--- src/sv/tdpt_pkg.sv ---
// shared types and constants for the trial division prime test
// used by tdpt_rem, tdpt_ctrl and trial_division_prime_test; depends on nothing
package tdpt_pkg;

    // first candidate divisor, also the smallest prime
    localparam int FIRST_DIVISOR = 2;

    typedef enum logic [2:0] {
        ST_IDLE,
        ST_CHECK,
        ST_DIV,
        ST_STEP,
        ST_DONE
    } t_state;

    typedef struct packed {
        logic start;
    } t_rem_req;

    typedef struct packed {
        logic done;
        logic zero;
    } t_rem_rsp;

    typedef struct packed {
        logic valid;
        logic is_prime;
    } t_result;

endpackage

--- src/sv/tdpt_ctrl.sv ---
// sequencer: holds the number, steps the candidate divisor and its square,
// and runs one serial remainder per candidate; depends on tdpt_pkg
module tdpt_ctrl #(
    parameter int WIDTH = 32,
    parameter int DW    = 17
) (
    input  logic                i_clk,
    input  logic                i_rst_n,
    input  logic                i_valid,
    input  logic [WIDTH-1:0]    i_number,
    output logic                o_idle,
    output tdpt_pkg::t_rem_req  o_rem_req,
    input  tdpt_pkg::t_rem_rsp  i_rem_rsp,
    output logic [WIDTH-1:0]    o_dividend,
    output logic [DW-1:0]       o_divisor,
    output tdpt_pkg::t_result   o_result,
    input  logic                i_result_ready
);

    localparam int SW = WIDTH + 2;

    tdpt_pkg::t_state r_state;
    tdpt_pkg::t_state n_state;

    logic [WIDTH-1:0] r_num;
    logic [DW-1:0]    r_div;
    logic [SW-1:0]    r_sq;
    logic             r_res;

    logic             accept;
    logic             too_small;
    logic             past_bound;

    assign accept     = i_valid && (r_state == tdpt_pkg::ST_IDLE);
    assign too_small  = (r_num < WIDTH'(tdpt_pkg::FIRST_DIVISOR));
    assign past_bound = (r_sq > SW'(r_num));

    // next state
    always_comb begin
        n_state = r_state;
        case (r_state)
            tdpt_pkg::ST_IDLE: begin
                if (i_valid) begin
                    n_state = tdpt_pkg::ST_CHECK;
                end
            end
            tdpt_pkg::ST_CHECK: begin
                if (too_small || past_bound) begin
                    n_state = tdpt_pkg::ST_DONE;
                end else begin
                    n_state = tdpt_pkg::ST_DIV;
                end
            end
            tdpt_pkg::ST_DIV: begin
                if (i_rem_rsp.done) begin
                    if (i_rem_rsp.zero) begin
                        n_state = tdpt_pkg::ST_DONE;
                    end else begin
                        n_state = tdpt_pkg::ST_STEP;
                    end
                end
            end
            tdpt_pkg::ST_STEP: begin
                n_state = tdpt_pkg::ST_CHECK;
            end
            tdpt_pkg::ST_DONE: begin
                if (i_result_ready) begin
                    n_state = tdpt_pkg::ST_IDLE;
                end
            end
            default: begin
                n_state = tdpt_pkg::ST_IDLE;
            end
        endcase
    end

    // outputs
    always_comb begin
        o_idle            = 1'b0;
        o_rem_req.start   = 1'b0;
        o_result.valid    = 1'b0;
        o_result.is_prime = r_res;
        case (r_state)
            tdpt_pkg::ST_IDLE: begin
                o_idle = 1'b1;
            end
            tdpt_pkg::ST_CHECK: begin
                o_rem_req.start = !(too_small || past_bound);
            end
            tdpt_pkg::ST_DONE: begin
                o_result.valid = 1'b1;
            end
            default: begin
                o_idle = 1'b0;
            end
        endcase
    end

    always_ff @(posedge i_clk) begin
        if (!i_rst_n) begin
            r_state <= tdpt_pkg::ST_IDLE;
        end else begin
            r_state <= n_state;
        end
    end

    always_ff @(posedge i_clk) begin
        if (accept) begin
            r_num <= i_number;
            r_div <= DW'(tdpt_pkg::FIRST_DIVISOR);
            r_sq  <= SW'(tdpt_pkg::FIRST_DIVISOR * tdpt_pkg::FIRST_DIVISOR);
        end
        if (r_state == tdpt_pkg::ST_CHECK) begin
            // zero and one are not prime; otherwise past the bound means prime
            if (too_small) begin
                r_res <= 1'b0;
            end else if (past_bound) begin
                r_res <= 1'b1;
            end
        end
        if ((r_state == tdpt_pkg::ST_DIV) && i_rem_rsp.done && i_rem_rsp.zero) begin
            r_res <= 1'b0;
        end
        if (r_state == tdpt_pkg::ST_STEP) begin
            // (d+1)^2 = d^2 + 2d + 1
            r_div <= r_div + DW'(1);
            r_sq  <= r_sq + SW'({r_div, 1'b1});
        end
    end

    assign o_dividend = r_num;
    assign o_divisor  = r_div;

endmodule

--- config.mk ---
export PLATFORM = sky130hd
export DESIGN_NAME = tdpt_ctrl
export DESIGN_NICKNAME = d
export VERILOG_FILES = /design/src/sv/tdpt_pkg.sv /design/src/sv/tdpt_ctrl.sv
export SDC_FILE = /design/constraint.sdc
export NUM_CORES = 1
export LEC_CHECK = 0
export ABC_CLOCK_PERIOD_IN_PS = 9380
export BUFFER_PORTS_ARGS = -buffer_cell sky130_fd_sc_hd__buf_2
export CAP_MARGIN = 15
export CORE_ASPECT_RATIO = 0.75
export CORE_MARGIN = 2
export CORE_UTILIZATION = 40
export CTS_BUF_LIST = sky130_fd_sc_hd__clkbuf_8
export CTS_CLUSTER_DIAMETER = 120
export DETAILED_ROUTE_END_ITERATION = 10
export PLACE_DENSITY = 0.65
export SETUP_SLACK_MARGIN = 0.05
export SLEW_MARGIN = 20
export SYNTH_ARGS = -nofsm -noshare
export SYNTH_HDL_FRONTEND = slang
export SYNTH_SLANG_ARGS = --single-unit
--- constraint.sdc ---
create_clock -name i_clk -period 9.38 [get_ports i_clk]
set_input_delay 0.469 -clock i_clk [delete_from_list [all_inputs] [get_ports i_clk]]
set_output_delay 0.469 -clock i_clk [all_outputs]
set_load 0.02 [all_outputs]
==> flow_summary.ini <==
[hold_path]
min_path_cells = 1
min_from = i_number[24]
hold_path_end = o_dividend[24]
hold_class = in -> reg

[global_routing]
grt_usage_pct = 18.6
grt_pass1_wl_microns = 21700
first_global_vias = 4366
grt_overflow = 0
grt_max_degree = 52
grt_antenna_before_repair = 0

[drt]
drt-total-wl_microns = 13600
dr.first_iter.drc_count = 264
drc = 0
ant_nets = 0
route.detailed.wl_per_inst_microns = 16.6
drt_pass1_iterations = 5
viasPerCell = 5.54
num_vias = 4541

[clock_network]
cts_hold_buf = 0
cts_setup_buffers = 0
cts_buffers = 9
clkLatencyLatePin_ps = 380
clock_path_buffers = 2
root_buffer = clkbuf_8
cts_tree = yes
cts_sinks = 87
ctsHtreeMaxLevel = 3
clk_pin_slew_worst_paths_ps = 90
cts.repair.resized = 0

[timing]
setup_viol = 0
rsz0062_at_grt = no
slew-limit-headroom_pct = 45.9
slew_violations = 0
fin_skew_ps = 9.74
hold_viol = 0
post-route-min-period_ps = 3270
period_share_pct = 34.9
fmax_mhz = 306
worst_pin_slew_ps = 810
setup_tns_ps = 0

[floorplan]
ios = 91
die_area_sq_mm = 0.0148
fp.coreArea_sq_mm = 0.0136
fp.dieH_microns = 106
die_x_microns = 140
start_util_pct = 40.8
row_count = 37

[setup_path]
r2r_slack_ps = 6280
cp-start-kind = flip-flop
crit_required_ps = 8910
r2r_end = r_sq[23]
crit_fanout = 4
regToRegStartpoint = o_divisor[13]
rr_worst_depth = 7
setup.worst_path.class = reg -> out
cp_data_arrival_time_ps = 2800
crit_path_start = o_dividend[31]
critPathCaptureType = primary output

[final_layout]
drive_gt1_share_pct = 18.9
nets = 728
final_cell_count_no_fill = 819
n_antenna_cell = 0
area_growth_pct = 13.8

[placed_design]
gp_congestion = 0.863
hpwl_microns = 10300
portBuffers = 90
placedCellCount = 803

[synthesis]
synthTopCellsByArea = edfxtp_1 (45%), ha_1 (11%), a21oi_1 (4.1%)
yosysSeqAreaShare_pct = 46.4
syn_inst = 548
async_reset_ff_share_pct = 0
yosys.area.top_type = edfxtp_1
synth_seq_cells = 87
synth_top_area_share_pct = 44.9
synth.net_count = 637
synth.cell_area_sq_mm = 0.00555
synth_edf_count = 83
yosys_warnings = 0
syn_avg_cell_area_sq_um = 10.1
ys_types = 56
synth_flop_cell = edfxtp_1

[status]
outcome = finished clean

[power]
pwr_density_cell_mw_per_mm2 = 158
peakVddDrop_uv = 138
leakagePower_nw = 2.54

[job]
maxCapViolations = 0
-- metrics by stage --
| stage | hold slack, ps | instance area, sq um | power [mW] | utilization [%] | worst slack, ps |
|---|---|---|---|---|---|
| after detailed placement | 499 | 6150 | 0.769 | 45.2 | 6320 |
| after global placement | 504 | 6150 | 0.762 | 45.2 | 6480 |
| after floorplan | 475 | 5550 | 0.693 | - | 5610 |
| final | 256 | 6310 | 0.997 | 46.4 | 6110 |
| after global routing | 241 | 6310 | 1.05 | 46.4 | 5880 |
| after CTS | 237 | 6310 | 1.00 | 46.4 | 6080 |
-- routing by layer --
metal	track usage [%]	share of wire, %	routed length [microns]	vias to the layer above
li1	-	-	-	2230
met1	26.9	50	6780	2170
met2	28.0	43	5860	127
met3	4.37	5.6	756	14
met4	5.21	1.4	187	0
met5	0	0	0	-
-- registers in the layout (all words and copies together), names as in the netlist --
signal	count
o_dividend	32
o_divisor	17
r_res	1
r_sq	34
r_state	3
-- cell usage after synthesis, drive strengths merged (6+ instances only) --
cell    instances
nand4          20
nor3           21
inv            44
nand2          49
or3             9
a21oi          46
nor3b           7
xor2           13
nand3          13
a21o            9
and3            8
ha             50
o21ai          24
o211ai          7
clkbuf          9
o21a            6
xnor2           9
nor2           40
edfxtp         83
nand2b          7
nor4           12
-- final cells by class --
type	instances	area (sq um)
Fill cell	1329	7300
Multi-Input combinational cell	404	2720
Sequential cell	87	2570
Timing Repair Buffer	93	473
Tap cell	175	219
Inverter	44	165
Clock buffer	9	124
Clock inverter	7	40.0
-- critical path, stage by stage (launching register included) --
cell and delay, ps:
edfxtp_1 410, inv_1 90, ha_1 300, nand4bb_1 200, nor4_1 640, o211ai_1 170, nand4_1 140, o21ai_0 140
and2_1 190, buf_2 150
-- kinds of logic after synthesis --
group | synth area share (%)
adder cells (fa/ha/maj) | 11.6
buffers and inverters | 4.62
multiplexers | 0.541
AND/OR/NAND/NOR | 19.6
XOR/XNOR | 3.47
flip-flops | 46.4
AO/OA/AOI/OAI | 13.7
-- cell usage in the layout (no fill, tap or decap), types with 3 or more instances in the layout --
cell type	n
a2111oi_0	3
a211oi_1	3
a21o_1	5
a21o_2	4
a21oi_1	46
a31oi_1	3
and2_1	3
and3_1	7
buf_2	90
buf_4	3
clkbuf_8	9
clkinvlp_4	3
dfxtp_1	4
edfxtp_1	83
ha_1	50
inv_1	44
mux2i_1	3
nand2_1	49
nand2b_1	6
nand3_1	13
nand4_1	19
nor2_1	40
nor2b_1	5
nor3_1	21
nor3b_1	7
nor4_1	12
o211ai_1	6
o21a_1	6
o21ai_0	24
o21bai_1	3
or3_1	8
or4_1	5
xnor2_1	9
xor2_1	13
-- how the worst max path moves through the flow --
stage                   end  slack [ps]
3_3_place_gp      o_rem_req        6480
4_1_cts           o_rem_req        6080
6_report          o_rem_req        6110
5_1_grt           o_rem_req        5880
3_5_place_dp       r_sq[23]        6320
2_1_floorplan  o_divisor[0]        5610
-- report_power, final --
group / internal [mW] / switching (mW) / leakage (nW)
Clock: 0.0933 / 0.141 / 0.0761
Combinational: 0.0938 / 0.158 / 1.62
Sequential: 0.470 / 0.0408 / 0.842
No activity file was read; power rests on OpenSTA's default activity.
